===== src/rtl/core/ctbm_pkg.sv =====
// Package of the cassette-tape block modulator: codes, structs and wave tables.
// Depends on nothing; used by the command interface, the registers, the wave core and the top level.
package ctbm_pkg;

    // Command codes carried on the request channel.
    typedef enum logic [1:0] {
        OP_TICK     = 2'd0,
        OP_BLOCK    = 2'd1,
        OP_DATA     = 2'd2,
        OP_CHECKSUM = 2'd3
    } op_t;

    // Generator segments.
    typedef enum logic [1:0] {
        SEG_IDLE = 2'd0,
        SEG_SYNC = 2'd1,
        SEG_TAIL = 2'd2,
        SEG_BYTE = 2'd3
    } seg_t;

    // Register indexes on the configuration port (address bits 3:2).
    typedef enum logic [1:0] {
        REG_TAIL_LEVEL  = 2'd0,
        REG_TAIL_SLOPE  = 2'd1,
        REG_TAIL_OFFSET = 2'd2
    } reg_idx_t;

    localparam int APB_ADDR_W = 4;
    localparam int APB_DATA_W = 32;

    localparam logic [14:0] TAIL_LEVEL_RST  = 15'd15000;
    localparam logic [9:0]  TAIL_SLOPE_RST  = 10'd300;
    localparam logic [12:0] TAIL_OFFSET_RST = 13'd2000;

    // Half-wave magnitude tables, already scaled by 1000.
    localparam int ONE_TAB_LEN  = 7;
    localparam int ZERO_TAB_LEN = 15;
    localparam logic [14:0] ONE_MAG [ONE_TAB_LEN] = '{
        15'd15000, 15'd14000, 15'd13000, 15'd12000, 15'd11000, 15'd10000, 15'd9000
    };
    localparam logic [14:0] ZERO_MAG [ZERO_TAB_LEN] = '{
        15'd19000, 15'd18000, 15'd17000, 15'd16000, 15'd15000, 15'd14000,
        15'd13000, 15'd12000, 15'd11000, 15'd10000, 15'd9000, 15'd8000,
        15'd7000, 15'd6000, 15'd5000
    };

    typedef struct packed {
        op_t        op;
        logic [7:0] byte_value;
        logic [7:0] block_number;
        logic [9:0] sync_count;
    } cmd_t;

    typedef struct packed {
        logic signed [15:0] sample;
        logic               sample_valid;
        logic               accepted;
        logic               idle;
    } res_t;

    typedef struct packed {
        logic [14:0] tail_level;
        logic [9:0]  tail_slope;
        logic [12:0] tail_offset;
    } cfg_t;

    // Short half-wave magnitude; positions past the table hold the last entry.
    function automatic logic [14:0] one_mag(input logic [5:0] pos);
        logic [2:0] idx;
        idx = (pos < 6'(ONE_TAB_LEN)) ? pos[2:0] : 3'(ONE_TAB_LEN - 1);
        return ONE_MAG[idx];
    endfunction

    // Long half-wave magnitude; positions past the table hold the last entry.
    function automatic logic [14:0] zero_mag(input logic [5:0] pos);
        logic [3:0] idx;
        idx = (pos < 6'(ZERO_TAB_LEN)) ? pos[3:0] : 4'(ZERO_TAB_LEN - 1);
        return ZERO_MAG[idx];
    endfunction

    // Apply the polarity to a magnitude.
    function automatic logic signed [15:0] apply_pol(input logic pol, input logic [14:0] mag);
        logic signed [15:0] m;
        m = $signed({1'b0, mag});
        return pol ? -m : m;
    endfunction

    // Clamp an 18-bit signed sum to the 16-bit sample range.
    function automatic logic signed [15:0] sat16(input logic signed [17:0] v);
        logic signed [15:0] r;
        if (v > 18'sd32767) begin
            r = 16'sh7FFF;
        end
        else if (v < -18'sd32768) begin
            r = 16'sh8000;
        end
        else begin
            r = v[15:0];
        end
        return r;
    endfunction

endpackage


===== src/rtl/core/ctbm_cmd_if.sv =====
// Command request channel of the cassette modulator.
// Depends on ctbm_pkg.
interface ctbm_cmd_if;
    import ctbm_pkg::*;

    logic       valid;
    logic       ready;
    op_t        op;
    logic [7:0] byte_value;
    logic [7:0] block_number;
    logic [9:0] sync_count;

    modport source (output valid, output op, output byte_value, output block_number,
                    output sync_count, input ready);
    modport sink (input valid, input op, input byte_value, input block_number,
                  input sync_count, output ready);
endinterface


===== src/rtl/core/ctbm_res_if.sv =====
// Result channel of the cassette modulator.
// Depends on nothing.
interface ctbm_res_if;
    logic               valid;
    logic               ready;
    logic signed [15:0] sample;
    logic               sample_valid;
    logic               accepted;
    logic               idle;

    modport source (output valid, output sample, output sample_valid, output accepted,
                    output idle, input ready);
    modport sink (input valid, input sample, input sample_valid, input accepted,
                  input idle, output ready);
endinterface


===== src/rtl/core/ctbm_apb_regs.sv =====
// Configuration registers of the cassette modulator behind an APB-style port.
// Depends on ctbm_pkg.
module ctbm_apb_regs (
    input  logic                                clk,
    input  logic                                rst_n,
    input  logic                                psel,
    input  logic                                penable,
    input  logic                                pwrite,
    input  logic [ctbm_pkg::APB_ADDR_W-1:0]     paddr,
    input  logic [ctbm_pkg::APB_DATA_W-1:0]     pwdata,
    output logic [ctbm_pkg::APB_DATA_W-1:0]     prdata,
    output logic                                pready,
    output ctbm_pkg::cfg_t                      cfg
);
    import ctbm_pkg::*;

    logic [14:0] tail_level_reg;
    logic [9:0]  tail_slope_reg;
    logic [12:0] tail_offset_reg;
    logic        wr_en;
    reg_idx_t    idx;

    assign pready = 1'b1;
    assign wr_en  = psel && penable && pwrite;
    assign idx    = reg_idx_t'(paddr[3:2]);

    // Register writes in the access phase.
    always_ff @(posedge clk or negedge rst_n)
    begin
        if (!rst_n)
        begin
            tail_level_reg  <= TAIL_LEVEL_RST;
            tail_slope_reg  <= TAIL_SLOPE_RST;
            tail_offset_reg <= TAIL_OFFSET_RST;
        end
        else if (wr_en)
        begin
            case (idx)
                REG_TAIL_LEVEL:  tail_level_reg  <= pwdata[14:0];
                REG_TAIL_SLOPE:  tail_slope_reg  <= pwdata[9:0];
                REG_TAIL_OFFSET: tail_offset_reg <= pwdata[12:0];
                default: ;
            endcase
        end
    end

    // Read mux.
    always_comb
    begin
        case (idx)
            REG_TAIL_LEVEL:  prdata = {17'd0, tail_level_reg};
            REG_TAIL_SLOPE:  prdata = {22'd0, tail_slope_reg};
            REG_TAIL_OFFSET: prdata = {19'd0, tail_offset_reg};
            default:         prdata = '0;
        endcase
    end

    assign cfg.tail_level  = tail_level_reg;
    assign cfg.tail_slope  = tail_slope_reg;
    assign cfg.tail_offset = tail_offset_reg;
endmodule


===== src/rtl/core/ctbm_wave_core.sv =====
// Sequencer state and sample generation of the cassette modulator.
// Depends on ctbm_pkg.
module ctbm_wave_core #(
    parameter int ONE_HALF_SAMPLES  = 7,
    parameter int ZERO_HALF_SAMPLES = 15,
    parameter int TAIL_SAMPLES      = 40
) (
    input  logic           clk,
    input  logic           rst_n,
    input  logic           step,
    input  ctbm_pkg::cmd_t cmd,
    input  ctbm_pkg::cfg_t cfg,
    output ctbm_pkg::res_t res
);
    import ctbm_pkg::*;

    localparam logic [5:0] ONE_LEN  = 6'(ONE_HALF_SAMPLES);
    localparam logic [5:0] ZERO_LEN = 6'(ZERO_HALF_SAMPLES);
    localparam logic [5:0] TAIL_LEN = 6'(TAIL_SAMPLES);

    logic       pol_reg, pol_next;
    seg_t       seg_reg, seg_next;
    logic [9:0] sync_left_reg, sync_left_next;
    logic [5:0] sample_pos_reg, sample_pos_next;
    logic [2:0] bit_pos_reg, bit_pos_next;
    logic [7:0] shift_byte_reg, shift_byte_next;
    logic [7:0] pending_reg, pending_next;
    logic [7:0] sum_reg, sum_next;

    logic [5:0]          pos_inc;
    logic [9:0]          sync_dec;
    logic [15:0]         tail_ramp;
    logic signed [15:0]  tail_lvl;
    logic signed [17:0]  tail_sum;
    logic signed [15:0]  short_s;
    logic signed [15:0]  long_s;
    logic [5:0]          bit_len;
    logic                busy;

    assign pos_inc   = sample_pos_reg + 6'd1;
    assign sync_dec  = sync_left_reg - 10'd1;
    assign busy      = (seg_reg != SEG_IDLE);
    assign short_s   = apply_pol(pol_reg, one_mag(sample_pos_reg));
    assign long_s    = apply_pol(pol_reg, zero_mag(sample_pos_reg));
    assign bit_len   = shift_byte_reg[7] ? ONE_LEN : ZERO_LEN;

    // Tail ramp: signed level minus position times slope plus offset.
    assign tail_ramp = {10'd0, sample_pos_reg} * {6'd0, cfg.tail_slope};
    assign tail_lvl  = apply_pol(pol_reg, cfg.tail_level);
    assign tail_sum  = $signed({{2{tail_lvl[15]}}, tail_lvl})
                     - $signed({2'b00, tail_ramp})
                     + $signed({5'd0, cfg.tail_offset});

    // Next state and result of one command.
    always_comb
    begin
        pol_next         = pol_reg;
        seg_next         = seg_reg;
        sync_left_next   = sync_left_reg;
        sample_pos_next  = sample_pos_reg;
        bit_pos_next     = bit_pos_reg;
        shift_byte_next  = shift_byte_reg;
        pending_next     = pending_reg;
        sum_next         = sum_reg;
        res.sample       = '0;
        res.sample_valid = 1'b0;
        res.accepted     = 1'b1;

        if (cmd.op == OP_TICK)
        begin
            if (busy)
            begin
                res.sample_valid = 1'b1;
                case (seg_reg)
                    SEG_SYNC:
                    begin
                        res.sample = short_s;
                        if (pos_inc >= ONE_LEN)
                        begin
                            sample_pos_next = '0;
                            pol_next        = ~pol_reg;
                            sync_left_next  = sync_dec;
                            if (sync_dec == 10'd0)
                            begin
                                seg_next = SEG_TAIL;
                            end
                        end
                        else
                        begin
                            sample_pos_next = pos_inc;
                        end
                    end
                    SEG_TAIL:
                    begin
                        res.sample = sat16(tail_sum);
                        if (pos_inc >= TAIL_LEN)
                        begin
                            sample_pos_next = '0;
                            pol_next        = ~pol_reg;
                            shift_byte_next = pending_reg;
                            bit_pos_next    = '0;
                            seg_next        = SEG_BYTE;
                        end
                        else
                        begin
                            sample_pos_next = pos_inc;
                        end
                    end
                    default:
                    begin
                        res.sample = shift_byte_reg[7] ? short_s : long_s;
                        if (pos_inc >= bit_len)
                        begin
                            sample_pos_next = '0;
                            pol_next        = ~pol_reg;
                            shift_byte_next = {shift_byte_reg[6:0], 1'b0};
                            if (bit_pos_reg == 3'd7)
                            begin
                                bit_pos_next = '0;
                                seg_next     = SEG_IDLE;
                            end
                            else
                            begin
                                bit_pos_next = bit_pos_reg + 3'd1;
                            end
                        end
                        else
                        begin
                            sample_pos_next = pos_inc;
                        end
                    end
                endcase
            end
        end
        else if (busy)
        begin
            res.accepted = 1'b0;
        end
        else
        begin
            sample_pos_next = '0;
            bit_pos_next    = '0;
            case (cmd.op)
                OP_BLOCK:
                begin
                    sync_left_next = cmd.sync_count;
                    pending_next   = cmd.block_number;
                    sum_next       = '0;
                    seg_next       = (cmd.sync_count != 10'd0) ? SEG_SYNC : SEG_TAIL;
                end
                OP_DATA:
                begin
                    shift_byte_next = cmd.byte_value;
                    sum_next        = sum_reg + cmd.byte_value;
                    seg_next        = SEG_BYTE;
                end
                default:
                begin
                    shift_byte_next = sum_reg;
                    seg_next        = SEG_BYTE;
                end
            endcase
        end

        res.idle = (seg_next == SEG_IDLE);
    end

    // State registers advance once per processed command.
    always_ff @(posedge clk or negedge rst_n)
    begin
        if (!rst_n)
        begin
            pol_reg        <= 1'b0;
            seg_reg        <= SEG_IDLE;
            sync_left_reg  <= '0;
            sample_pos_reg <= '0;
            bit_pos_reg    <= '0;
            shift_byte_reg <= '0;
            pending_reg    <= '0;
            sum_reg        <= '0;
        end
        else if (step)
        begin
            pol_reg        <= pol_next;
            seg_reg        <= seg_next;
            sync_left_reg  <= sync_left_next;
            sample_pos_reg <= sample_pos_next;
            bit_pos_reg    <= bit_pos_next;
            shift_byte_reg <= shift_byte_next;
            pending_reg    <= pending_next;
            sum_reg        <= sum_next;
        end
    end
endmodule


===== src/rtl/core/cassette_tape_block_modulator_top.sv =====
// A request goes into the input register, then through the sequencer logic into the result
// register, from which its result is presented.
// Throughput: one request and one sequencer command per cycle, unless a result stalls.
// A stalled result holds in the result register; the input register takes one more request.
// Reset (rst_n low, asynchronous) clears the valid flags of both stages and the sequencer
// state, and loads the default tail registers; polarity starts positive.
module cassette_tape_block_modulator_top #(
    parameter int ONE_HALF_SAMPLES  = 7,
    parameter int ZERO_HALF_SAMPLES = 15,
    parameter int TAIL_SAMPLES      = 40
) (
    input  logic                            clk,
    input  logic                            rst_n,
    ctbm_cmd_if.sink                        cmd,
    ctbm_res_if.source                      res,
    input  logic                            psel,
    input  logic                            penable,
    input  logic                            pwrite,
    input  logic [ctbm_pkg::APB_ADDR_W-1:0] paddr,
    input  logic [ctbm_pkg::APB_DATA_W-1:0] pwdata,
    output logic [ctbm_pkg::APB_DATA_W-1:0] prdata,
    output logic                            pready
);
    import ctbm_pkg::*;

    cfg_t cfg;
    cmd_t in_cmd;
    cmd_t s1_cmd_reg;
    logic s1_valid_reg, s1_valid_next;
    res_t core_res;
    res_t out_res_reg;
    logic out_valid_reg, out_valid_next;
    logic advance;
    logic take;

    ctbm_apb_regs u_regs (
        .clk     (clk),
        .rst_n   (rst_n),
        .psel    (psel),
        .penable (penable),
        .pwrite  (pwrite),
        .paddr   (paddr),
        .pwdata  (pwdata),
        .prdata  (prdata),
        .pready  (pready),
        .cfg     (cfg)
    );

    ctbm_wave_core #(
        .ONE_HALF_SAMPLES  (ONE_HALF_SAMPLES),
        .ZERO_HALF_SAMPLES (ZERO_HALF_SAMPLES),
        .TAIL_SAMPLES      (TAIL_SAMPLES)
    ) u_core (
        .clk   (clk),
        .rst_n (rst_n),
        .step  (advance),
        .cmd   (s1_cmd_reg),
        .cfg   (cfg),
        .res   (core_res)
    );

    // Handshake: the input stage moves on whenever the result register is free or drained.
    assign advance   = s1_valid_reg && (!out_valid_reg || res.ready);
    assign cmd.ready = !s1_valid_reg || advance;
    assign take      = cmd.valid && cmd.ready;

    assign in_cmd.op           = cmd.op;
    assign in_cmd.byte_value   = cmd.byte_value;
    assign in_cmd.block_number = cmd.block_number;
    assign in_cmd.sync_count   = cmd.sync_count;

    // Stage valid flags.
    always_comb
    begin
        s1_valid_next = take ? 1'b1 : (advance ? 1'b0 : s1_valid_reg);
        out_valid_next = advance ? 1'b1 : (res.ready ? 1'b0 : out_valid_reg);
    end

    always_ff @(posedge clk or negedge rst_n)
    begin
        if (!rst_n)
        begin
            s1_valid_reg  <= 1'b0;
            out_valid_reg <= 1'b0;
        end
        else
        begin
            s1_valid_reg  <= s1_valid_next;
            out_valid_reg <= out_valid_next;
        end
    end

    // Payload registers.
    always_ff @(posedge clk)
    begin
        if (take)
        begin
            s1_cmd_reg <= in_cmd;
        end
        if (advance)
        begin
            out_res_reg <= core_res;
        end
    end

    assign res.valid        = out_valid_reg;
    assign res.sample       = out_res_reg.sample;
    assign res.sample_valid = out_res_reg.sample_valid;
    assign res.accepted     = out_res_reg.accepted;
    assign res.idle         = out_res_reg.idle;
endmodule


===== src/flat_wrapper.sv =====
// flat-port wrapper written by rule: the top's interface ports become plain ports
module cassette_tape_block_modulator_top_flat import ctbm_pkg::*;
#(
    parameter int ONE_HALF_SAMPLES  = 7,
    parameter int ZERO_HALF_SAMPLES = 15,
    parameter int TAIL_SAMPLES      = 40
)
  (clk, rst_n, psel, penable, pwrite, paddr, pwdata, prdata, pready, cmd_valid, cmd_op, cmd_byte_value, cmd_block_number, cmd_sync_count, cmd_ready, res_valid, res_sample, res_sample_valid, res_accepted, res_idle, res_ready);
  ctbm_cmd_if cmd_i ();
  ctbm_res_if res_i ();
  input  logic clk;
  input  logic rst_n;
  input  logic psel;
  input  logic penable;
  input  logic pwrite;
  input  logic [ctbm_pkg::APB_ADDR_W-1:0] paddr;
  input  logic [ctbm_pkg::APB_DATA_W-1:0] pwdata;
  output logic [ctbm_pkg::APB_DATA_W-1:0] prdata;
  output logic pready;
  input wire logic [$bits(cmd_i.valid)-1:0] cmd_valid;
  input wire logic [$bits(cmd_i.op)-1:0] cmd_op;
  input wire logic [$bits(cmd_i.byte_value)-1:0] cmd_byte_value;
  input wire logic [$bits(cmd_i.block_number)-1:0] cmd_block_number;
  input wire logic [$bits(cmd_i.sync_count)-1:0] cmd_sync_count;
  output wire logic [$bits(cmd_i.ready)-1:0] cmd_ready;
  output wire logic [$bits(res_i.valid)-1:0] res_valid;
  output wire logic [$bits(res_i.sample)-1:0] res_sample;
  output wire logic [$bits(res_i.sample_valid)-1:0] res_sample_valid;
  output wire logic [$bits(res_i.accepted)-1:0] res_accepted;
  output wire logic [$bits(res_i.idle)-1:0] res_idle;
  input wire logic [$bits(res_i.ready)-1:0] res_ready;
  assign cmd_i.valid = cmd_valid;
  assign cmd_i.op = cmd_op;
  assign cmd_i.byte_value = cmd_byte_value;
  assign cmd_i.block_number = cmd_block_number;
  assign cmd_i.sync_count = cmd_sync_count;
  assign cmd_ready = cmd_i.ready;
  assign res_valid = res_i.valid;
  assign res_sample = res_i.sample;
  assign res_sample_valid = res_i.sample_valid;
  assign res_accepted = res_i.accepted;
  assign res_idle = res_i.idle;
  assign res_i.ready = res_ready;
  cassette_tape_block_modulator_top #(.ONE_HALF_SAMPLES(ONE_HALF_SAMPLES), .ZERO_HALF_SAMPLES(ZERO_HALF_SAMPLES), .TAIL_SAMPLES(TAIL_SAMPLES)) u_core (.clk(clk), .rst_n(rst_n), .cmd(cmd_i), .res(res_i), .psel(psel), .penable(penable), .pwrite(pwrite), .paddr(paddr), .pwdata(pwdata), .prdata(prdata), .pready(pready));
endmodule

===== config.mk =====
export PLATFORM = sky130hd
export DESIGN_NAME = cassette_tape_block_modulator_top_flat
export DESIGN_NICKNAME = d
export VERILOG_FILES = /design/src/rtl/core/ctbm_pkg.sv /design/src/rtl/core/ctbm_cmd_if.sv /design/src/rtl/core/ctbm_res_if.sv /design/src/rtl/core/ctbm_apb_regs.sv /design/src/rtl/core/ctbm_wave_core.sv /design/src/rtl/core/cassette_tape_block_modulator_top.sv /design/src/flat_wrapper.sv
export SDC_FILE = /design/constraint.sdc
export NUM_CORES = 1
export LEC_CHECK = 0
export ABC_AREA = 1
export BUFFER_PORTS_ARGS = -buffer_cell sky130_fd_sc_hd__buf_2
export CAP_MARGIN = 10
export CORE_ASPECT_RATIO = 1.2
export CORE_UTILIZATION = 54
export DETAILED_ROUTE_END_ITERATION = 8
export PLACE_DENSITY = 0.74
export SLEW_MARGIN = 20
export SYNTH_ARGS = -nofsm -noshare
export SYNTH_HDL_FRONTEND = slang
export SYNTH_SLANG_ARGS = --single-unit

===== constraint.sdc =====
create_clock -name clk -period 16.53 [get_ports clk]
set_input_delay 3.306 -clock clk [delete_from_list [all_inputs] [get_ports clk]]
set_output_delay 3.306 -clock clk [all_outputs]
set_load 0.02 [all_outputs]

==> qor.yml, run 1 <==
status:
  status: "complete, no violations"
logic_synthesis:
  yosysTopAreaCell: "dfrtp_1"
  synthTopCellsByArea: "dfrtp_1, edfxtp_1, nand2_1, inv_1, ha_1"
  synth-seq-cells: 133
  synth.most_common_cell: "nand2_1"
  netlist.area_leader.share: 0.1548
  yosys_warnings: 0
  synthDistinctLibCells: 53
  syn_area_per_cell_sq_um: 7.595
  async_reset_ff_frac: 0.6466
  synth-edff-count: 47
  syn_area_sq_um: 11160
  netlist_top_cells_count: "nand2_1, inv_1, o21ai_0, nor2_1, ha_1"
  syn_inst: 1469
  synth-seq-area-share: 0.3213
  synth-main-ff-cell: "dfrtp_1"
die:
  die_y_um: 159.5
  io_pins: 125
  fp.dieW_um: 133.2
  initial_core_util: 0.5508
  placementRows: 57
  core_area_sq_um: 20250
  dieArea_sq_um: 21240
sta:
  setup_slack_ps: 8556
  finalSetupViolations: 0
  fin_crit_sh: 0.4824
  max_slew_margin: 0.3391
  setup_tns_ps: 0
  rsz0062_at_grt: "no"
  slew_viol_final: 0
  max_freq_mhz: 125.4
  hold_viol_final: 0
  period_needed_ps: 7974
  fin_skew_ps: 11.53
  tightest_slew_ps: 990.3
finish:
  nets: 1731
  multi_input_area_sq_um: 6231
  drive_above_1_share: 0.1113
  largest_reg_flops: 28
  postLayoutCellArea_sq_um: 12250
  syn2layout_area_growth_pct: 9.813
  n_antenna_cell: 0
  fin_util: 0.6049
  num-fill-cells: 1850
  regArea_sq_um: 3585
power:
  p_seq_frac: 0.241
  swShare: 0.4867
  p_comb_frac: 0.583
  max-vdd-ir-drop_mv: 0.09159
  power_w: 0.002142
  powerDensity_nw_per_um2: 174.8
  pwr-share-clk: 0.176
  p_int_w: 0.001099
  leakage_nw: 6.696
  p_switching_w: 0.001043
detailed_routing:
  drt_iter0_drc: 601
  vias_per_cell: 5.285
  drc: 0
  post_drt_wl_per_cell_um: 14.47
  ant_nets: 0
  dr_total_vias: 9571
  totalWireLength_um: 26210
  dr.pass1.iters: 5
cts:
  clk_pin_slew_ps: 60
  cts_tree: "built"
  clkLatencyLatePin_ps: 430
  numCtsBuffers: 17
  postCtsSetupRepairBufs: 0
  root_buffer: "clkbuf_16"
  htree_num_levels: 4
  cts_resized: 0
  cts_buffer_depth: 2
  cts.sinks: 133
  hold_buffers: 0
critical_path:
  path_max_fanout: 10
  cp.arrival_ps: 4670
  worstPathRequired_ps: 13220
  endpoint_kind: "output pin"
  cp-start-kind: "primary input"
  criticalPathCategory: "primary input to output pin"
min_path:
  min_path_type: "register to register"
place:
  place_area_sq_um: 11670
  dpl_worst_slack_ps: 8599
  port_buffers: 87
  gp_congestion: 0.9046
  dpl.hpwl_um: 20530
global_route:
  grt_overflow: 0
  grt_pass1_vias: 9375
  gr-usage-all-layers: 0.2617
  grt_max_degree: 66
  grt_pass1_wl_um: 43930
  antenna_found_initial: 0
job:
  drv_cap: 0
-- worst max-delay path: stages --
cell      delay (ps)
buf_2            100
nor2_1           470
inv_1            310
o221ai_1         270
buf_2            210
-- cell usage in the layout (no fill, tap or decap), types with 10 or more instances in the layout --
cell / n
xnor2_1: 17
inv_1: 275
dfrtp_1: 69
ha_1: 80
nor2_1: 102
a21oi_1: 55
o21ai_1: 10
nand3_1: 65
fa_1: 47
dfstp_2: 17
conb_1: 18
edfxtp_1: 47
nand2_1: 364
o21ai_0: 107
o211ai_1: 16
clkbuf_16: 17
buf_2: 86
xor2_1: 32
-- per-layer routing --
metal  global-route usage  part of all wire  vias to the layer above  wire [um]
li1                     -                 -                     4737          -
met1               0.3202              0.42                     4436      10940
met2               0.4455              0.49                      320      12740
met3              0.04043             0.055                       78       1430
met4               0.1348             0.042                        0       1100
met5                    0                 0                        -          0
-- stage by stage --
step | std cells | hold WS, ps
3_3_place_gp | 1779 | 459.1
2_1_floorplan | 1485 | 449.9
4_1_cts | 1811 | 482.0
6_report | 1811 | 479.8
3_5_place_dp | 1779 | 466.9
5_1_grt | 1811 | 498.3
-- cells by family (layout without fill, tap and decap cells) --
logic type / after synthesis / after routing / share of synthesized area
xor+xnor: 50 / 50 / 0.03992
compound gates: 234 / 234 / 0.1189
fa+ha+maj: 127 / 127 / 0.1740
simple gates: 570 / 570 / 0.2105
flops: 133 / 133 / 0.3213
other cells: 2 / 18 / 0.0006731
mux: 9 / 9 / 0.009084
buf+inv: 344 / 405 / 0.1256
-- power groups by stage --
stage / logic [W] / clock network [W] / registers (W)
CTS: 0.00124 / 0.000383 / 0.000514
finish: 0.00125 / 0.000378 / 0.000517
floorplan: 0.000954 / 0 / 0.000496
global placement: 0.00122 / 0 / 0.000516
global route: 0.00142 / 0.000396 / 0.000527
detailed placement: 0.00124 / 0 / 0.000519
-- path summary, 6_finish.rpt --
kind                                                        startpoint                                           end  slack [ps]  cells past startpoint
setup / recovery                                              paddr[3]                                     prdata[0]        8560                      5
hold / removal                         u_core.s1_cmd_reg[12]$_DFFE_PP_      u_core.u_core.pending_reg[2]$_DFFE_PN0P_         480                      1
setup reg to reg           u_core.u_core.sample_pos_reg[0]$_DFFE_PN0P_            u_core.res.sample[9]$_SDFFCE_PN0P_       10090                     32
hold reg to reg                        u_core.s1_cmd_reg[12]$_DFFE_PP_      u_core.u_core.pending_reg[2]$_DFFE_PN0P_         480                      1
max in group asynchronous                                        rst_n   u_core.u_core.shift_byte_reg[7]$_DFFE_PN0P_       12660                      2
min in group asynchronous                                        rst_n  u_core.u_regs.tail_offset_reg[1]$_DFFE_PN0P_        2750                      1
-- cell type report --
| type | count | area share |
|---|---|---|
| Multi-Input combinational cell | 1008 | 0.5086 |
| Sequential cell | 133 | 0.2926 |
| Inverter | 283 | 0.08691 |
| Timing Repair Buffer | 90 | 0.03758 |
| Clock buffer | 17 | 0.03472 |
| Tap cell | 265 | 0.02706 |
| Clock inverter | 15 | 0.01256 |
No activity file was read; power rests on OpenSTA's default activity.
==> run 2: changes to the inputs <==
==> constraint.sdc (replaced) <==
create_clock -name clk -period 8.1 [get_ports clk]
set_input_delay 1.62 -clock clk [delete_from_list [all_inputs] [get_ports clk]]
set_output_delay 1.62 -clock clk [all_outputs]
set_load 0.02 [all_outputs]
==> qor.yml, run 2 (same netlist as run 1, synthesis figures left out) <==
critical_path:
  critPathLaunch: "u_core.u_core.sample_pos_reg[2]$_DFFE_PN0P_"
  cp.arrival_ps: 6700
  r2r-end: "u_core.res.sample[9]$_SDFFCE_PN0P_"
  path_max_fanout: 18
  r2r-start: "u_core.u_core.sample_pos_reg[2]$_DFFE_PN0P_"
  cp_common_cell: "nand2_1"
  max_stage_delay_ps: 850
  path_buf_inv: 5
  cp.depth: 33
  cp-endpoint: "u_core.res.sample[9]$_SDFFCE_PN0P_"
  endpoint_kind: "register"
  cp_top_family: "adder cells"
  cp-start-kind: "register"
  criticalPathCategory: "register to register"
  r2r_setup_slack_ps: 1680
  cp_slowest_cell: "dfrtp_1"
  worstPathRequired_ps: 8370
  ff2ff_path_depth: 33
detailed_routing:
  dr.pass1.iters: 5
  totalWireLength_um: 26610
  ant_nets: 0
  drt_iter0_drc: 615
  drc: 0
  vias_per_cell: 5.306
  post_drt_wl_per_cell_um: 14.69
  dr_total_vias: 9609
sta:
  hold_viol_final: 0
  fin_skew_ps: 9.086
  max_slew_margin: 0.3430
  max_freq_mhz: 155.7
  period_needed_ps: 6423
  tightest_slew_ps: 984.4
  fin_crit_sh: 0.7929
  rsz0062_at_grt: "no"
  setup_tns_ps: 0
  finalSetupViolations: 0
  setup_slack_ps: 1677
  whs_ps: 476.9
  slew_viol_final: 0
global_route:
  grt_max_degree: 58
  gr-usage-all-layers: 0.2647
  grt_pass1_wl_um: 44570
  antenna_found_initial: 0
  grt_pass1_vias: 9465
  grt_overflow: 0
job:
  drv_cap: 0
place:
  port_buffers: 87
  gp_congestion: 0.9204
  dpl.hpwl_um: 20680
  dpl_worst_slack_ps: 1690
status:
  status: "complete, no violations"
cts:
  postCtsSetupRepairBufs: 0
  clkLatencyLatePin_ps: 440
  cts_tree: "built"
  numCtsBuffers: 17
  hold_buffers: 0
  root_buffer: "clkbuf_16"
  clk_pin_slew_ps: 70
  cts_buffer_depth: 2
  htree_num_levels: 4
  cts_resized: 0
  cts.sinks: 133
finish:
  fin_util: 0.6063
  num-fill-cells: 1837
  final_common_cell: "nand2_1"
  nets: 1731
  syn2layout_area_growth_pct: 10.06
  largest_reg_flops: 28
  n_antenna_cell: 0
  drive_above_1_share: 0.1113
  final_cell_mix: "nand2_1, inv_1, o21ai_0, nor2_1, buf_2"
die:
  placementRows: 57
  fp.dieW_um: 133.2
  die_y_um: 159.5
  dieArea_sq_um: 21240
  initial_core_util: 0.5508
  io_pins: 125
  core_area_sq_um: 20250
power:
  max-vdd-ir-drop_mv: 0.1799
  powerDensity_nw_per_um2: 360.6
  power_w: 0.004428
  leakage_nw: 6.708
min_path:
  min_path_type: "register to register"
==> run 2: worst min path at each step <==
| stage | startpoint | end | slack (ps) | depth (start not counted) |
|---|---|---|---|---|
| 6_report | u_core.u_core.shift_byte_reg[6]$_DFFE_PN0P_ | u_core.u_core.shift_byte_reg[6]$_DFFE_PN0P_ | 480 | 1 |
| 5_1_grt | u_core.s1_cmd_reg[16]$_DFFE_PP_ | u_core.u_core.pending_reg[6]$_DFFE_PN0P_ | 500 | 1 |
| 4_1_cts | u_core.u_core.shift_byte_reg[6]$_DFFE_PN0P_ | u_core.u_core.shift_byte_reg[6]$_DFFE_PN0P_ | 480 | 1 |
| 3_5_place_dp | u_core.s1_cmd_reg[12]$_DFFE_PP_ | u_core.u_core.pending_reg[2]$_DFFE_PN0P_ | 470 | 1 |
| 3_3_place_gp | u_core.s1_cmd_reg[15]$_DFFE_PP_ | u_core.u_core.pending_reg[5]$_DFFE_PN0P_ | 460 | 1 |
| 2_1_floorplan | u_core.u_core.shift_byte_reg[6]$_DFFE_PN0P_ | u_core.u_core.shift_byte_reg[6]$_DFFE_PN0P_ | 450 | 1 |
==> run 2: final cells by class <==
type / instances / area (sq um) / area share
Clock inverter: 15 / 181.4 / 0.01477
Inverter: 283 / 1065 / 0.08671
Timing Repair Buffer: 90 / 460.4 / 0.03750
Clock buffer: 17 / 425.4 / 0.03464
Sequential cell: 133 / 3585 / 0.2919
Tap cell: 265 / 331.6 / 0.02700
Multi-Input combinational cell: 1008 / 6231 / 0.5074
==> run 2: through the flow <==
| step | std cells | area (sq um) |
|---|---|---|
| 2_1_floorplan | 1485 | 11220 |
| 3_3_place_gp | 1779 | 11670 |
| 3_5_place_dp | 1779 | 11670 |
| 4_1_cts | 1811 | 12280 |
| 5_1_grt | 1811 | 12280 |
| 6_report | 1811 | 12280 |
==> run 2: power by group <==
group	switching, W	leakage, nW	internal, W
sequential	0.000162	1.52	0.000892
combinational	0.00164	4.90	0.000920
clock	0.000344	0.294	0.000468
==> run 2: worst register-to-register path: cells and delay by family (launching register included) <==
family | cells | cell delay (ps)
adder cells (fa/ha/maj) | 6 | 2380
AO/OA/AOI/OAI | 8 | 1410
AND/OR/NAND/NOR | 14 | 1250
flip-flops | 1 | 850
buffers and inverters | 5 | 360
==> run 2: routing by layer <==
layer,global-route usage,vias up,part of all wire
li1,-,4729,-
met1,0.3292,4490,0.42
met2,0.4481,326,0.49
met3,0.04839,64,0.056
met4,0.1162,0,0.033
met5,0,-,0
==> run 3: changes to the inputs <==
--- a/config.mk
+++ b/config.mk
@@ -5,13 +5,13 @@
 export SDC_FILE = /design/constraint.sdc
 export NUM_CORES = 1
 export LEC_CHECK = 0
-export ABC_AREA = 1
+export ABC_AREA = 0
 export BUFFER_PORTS_ARGS = -buffer_cell sky130_fd_sc_hd__buf_2
 export CAP_MARGIN = 10
 export CORE_ASPECT_RATIO = 1.2
 export CORE_UTILIZATION = 54
 export DETAILED_ROUTE_END_ITERATION = 8
-export PLACE_DENSITY = 0.74
+export PLACE_DENSITY = 0.77
 export SLEW_MARGIN = 20
 export SYNTH_ARGS = -nofsm -noshare
 export SYNTH_HDL_FRONTEND = slang
==> constraint.sdc (replaced) <==
create_clock -name clk -period 5.4 [get_ports clk]
set_input_delay 1.08 -clock clk [delete_from_list [all_inputs] [get_ports clk]]
set_output_delay 1.08 -clock clk [all_outputs]
set_load 0.02 [all_outputs]
==> qor.yml, run 3 <==
status:
  status: "finished with violations"
  violations: "negative setup slack"
cts:
  cts_buffer_depth: 2
  cts_tree: "built"
  root_buffer: "clkbuf_16"
  clkLatencyLatePin_ps: 430
  cts.sinks: 133
  hold_buffers: 0
  htree_num_levels: 4
  numCtsBuffers: 17
  clk_pin_slew_ps: 60
logic_synthesis:
  netlist_top_cells_count: "inv_1, nand2_1, ha_1, dfrtp_1, o21ai_0"
  synth-edff-count: 47
  syn_area_sq_um: 11030
  yosys_warnings: 0
  synth-seq-cells: 133
  synth.most_common_cell: "inv_1"
  yosysTopAreaCell: "dfrtp_1"
  synth-seq-area-share: 0.3250
  synthTopCellsByArea: "dfrtp_1, edfxtp_1, ha_1, fa_1, mux2_2"
  async_reset_ff_frac: 0.6466
  syn_inst: 1176
  synth-main-ff-cell: "dfrtp_1"
  netlist.area_leader.share: 0.1566
  syn_area_per_cell_sq_um: 9.379
  synthDistinctLibCells: 76
die:
  initial_core_util: 0.5582
  core_area_sq_um: 19760
  placementRows: 56
  fp.dieW_um: 132.5
  dieArea_sq_um: 21000
  die_y_um: 158.6
  io_pins: 125
power:
  p_int_w: 0.004485
  p_switching_w: 0.003954
  pwr-share-clk: 0.140
  powerDensity_nw_per_um2: 640.8
  swShare: 0.4686
  max-vdd-ir-drop_mv: 0.3374
  p_comb_frac: 0.670
  leakage_nw: 6.117
  p_seq_frac: 0.189
detailed_routing:
  drt_iter0_drc: 517
  totalWireLength_um: 27320
  drc: 0
  post_drt_wl_per_cell_um: 17.12
  vias_per_cell: 5.786
  dr_total_vias: 9234
  ant_nets: 0
  dr.pass1.iters: 5
finish:
  postLayoutCellArea_sq_um: 13170
  n_antenna_cell: 0
  nets: 1521
  num-fill-cells: 1502
  final_common_cell: "inv_1"
  drive_above_1_share: 0.2614
  final_cell_mix: "inv_1, nand2_1, buf_4, buf_2, ha_1"
  largest_reg_flops: 28
  syn2layout_area_growth_pct: 19.41
  fin_cells: 1596
sta:
  hold_viol_final: 0
  period_needed_ps: 6252
  fin_skew_ps: 10.25
  whs_ps: 478.0
  fin_crit_sh: 1.158
  tightest_slew_ps: 1015
  slew_viol_final: 0
  finalSetupViolations: 16
  max_freq_mhz: 159.9
  max_slew_margin: 0.3207
  setup_slack_ps: -852.4
  rsz0062_at_grt: "yes"
critical_path:
  endpoint_kind: "register"
  cp-endpoint: "u_core.res.sample[4]$_SDFFCE_PN0P_"
  path_max_fanout: 6
  r2r-end: "u_core.res.sample[4]$_SDFFCE_PN0P_"
  worstPathRequired_ps: 5570
  r2r-start: "u_core.u_regs.tail_slope_reg[5]$_DFFE_PN1P_"
  cp.arrival_ps: 6420
  critPathLaunch: "u_core.u_regs.tail_slope_reg[5]$_DFFE_PN1P_"
  criticalPathCategory: "register to register"
  cp-start-kind: "register"
  ff2ff_path_depth: 23
  r2r_setup_slack_ps: -850
global_route:
  antenna_found_initial: 0
  grt_overflow: 0
  grt_pass1_vias: 9152
  gr-usage-all-layers: 0.2629
  grt_pass1_wl_um: 43580
  grt_max_degree: 49
place:
  place_area_sq_um: 12240
  dp.cells: 1552
  port_buffers: 87
  dpl_worst_slack_ps: -862.7
  dpl.hpwl_um: 20250
  gp_congestion: 0.9156
job:
  drv_cap: 0
min_path:
  min_path_type: "register to register"
[run 3: cell types whose count changed after synthesis, sizes merged, moves of 12 or more]
cell    previous run  this run
xnor2             17        32
nor2             104        62
mux2i              0        27
and2               0        56
inv              280       105
o21ai            118        71
mux2               9        48
xor2              33        19
nor3               8        22
a211oi             0        13
a21o               6        18
nand2            366        97
nand3             68        37
nor2b              0        13
[run 3: layer usage]
| layer | global-route usage | wire (um) |
|---|---|---|
| met4 | 0.1221 | 937 |
| met1 | 0.3076 | 11170 |
| met5 | 0 | 0 |
| met2 | 0.4779 | 14090 |
| met3 | 0.03725 | 1121 |
[run 3: worst max-delay path: stages (launching register included)]
cell and delay [ps]:
dfstp_2 610, and2_4 170, fa_1 430, fa_1 540, inv_1 50, fa_1 500, inv_2 50, ha_4 160
or3_1 300, o211ai_1 290, o21ba_2 200, xnor2_2 80, fa_1 530, inv_2 50, ha_4 200, a21o_1 160
a311o_1 270, a32o_2 280, buf_4 150, a21oi_4 130, nand4_1 300, buf_4 270, o2111ai_2 160, o21ai_1 100
[run 3: metrics by stage]
stage | setup TNS (ps) | total power (W) | utilization
after detailed placement | -12400 | 0.006543 | 0.6196
after global placement | -10600 | 0.006442 | 0.6182
final | -11830 | 0.008439 | 0.6665
after floorplan | -12370 | 0.004839 | -
after CTS | -10290 | 0.007921 | 0.6558
after global routing | -15650 | 0.008961 | 0.6665
[run 3: cells by family (layout without fill, tap and decap cells)]
group,after synthesis,in the layout,share of synthesized area
other,2,18,0.0006809
buffers and inverters,178,320,0.06875
xor gates and xnor gates,51,51,0.04050
adders and majority gates,127,127,0.1761
AOI/OAI and AO/OA,264,264,0.1581
muxes,75,75,0.07351
and+or+nand+nor,346,347,0.1573
DFF,133,133,0.3250
[run 3: repair_timing]
item | in CTS | in global routing
gates resized for setup | 26 | 28
endpoints found under the setup margin | 16 | 16
pin swaps | 17 | 18
gates cloned | 0 | 1
setup buffers | 5 | 8
[run 3: power by group through the flow]
| stage | registers, W | clock network (W) | logic, W |
|---|---|---|---|
| 6_report | 0.00160 | 0.00118 | 0.00566 |
| 5_1_grt | 0.00164 | 0.00123 | 0.00610 |
| 4_1_cts | 0.00159 | 0.00119 | 0.00513 |
| 3_5_place_dp | 0.00161 | 0 | 0.00494 |
| 3_3_place_gp | 0.00159 | 0 | 0.00485 |
| 2_1_floorplan | 0.00155 | 0 | 0.00329 |
[run 3: how the worst min path moves through the flow]
stage,end,slack (ps),start,cells past startpoint
after floorplan,u_core.u_core.pending_reg[0]$_DFFE_PN0P_,460,u_core.s1_cmd_reg[10]$_DFFE_PP_,1
after global placement,u_core.u_core.pending_reg[0]$_DFFE_PN0P_,460,u_core.s1_cmd_reg[10]$_DFFE_PP_,1
after detailed placement,u_core.u_core.pending_reg[0]$_DFFE_PN0P_,470,u_core.s1_cmd_reg[10]$_DFFE_PP_,1
after CTS,u_core.u_core.pending_reg[0]$_DFFE_PN0P_,480,u_core.s1_cmd_reg[10]$_DFFE_PP_,1
after global routing,u_core.u_core.pending_reg[0]$_DFFE_PN0P_,510,u_core.s1_cmd_reg[10]$_DFFE_PP_,1
final,u_core.u_core.pending_reg[0]$_DFFE_PN0P_,480,u_core.s1_cmd_reg[10]$_DFFE_PP_,1
[run 3: layout make-up]
type	count	area, sq um	share of cell area
Timing Repair Buffer	183	1199	0.09101
Sequential cell	133	3588	0.2725
Clock buffer	20	457.9	0.03477
Clock inverter	11	125.1	0.009500
Tap cell	261	326.6	0.02480
Inverter	106	397.9	0.03021
Multi-Input combinational cell	882	7076	0.5372
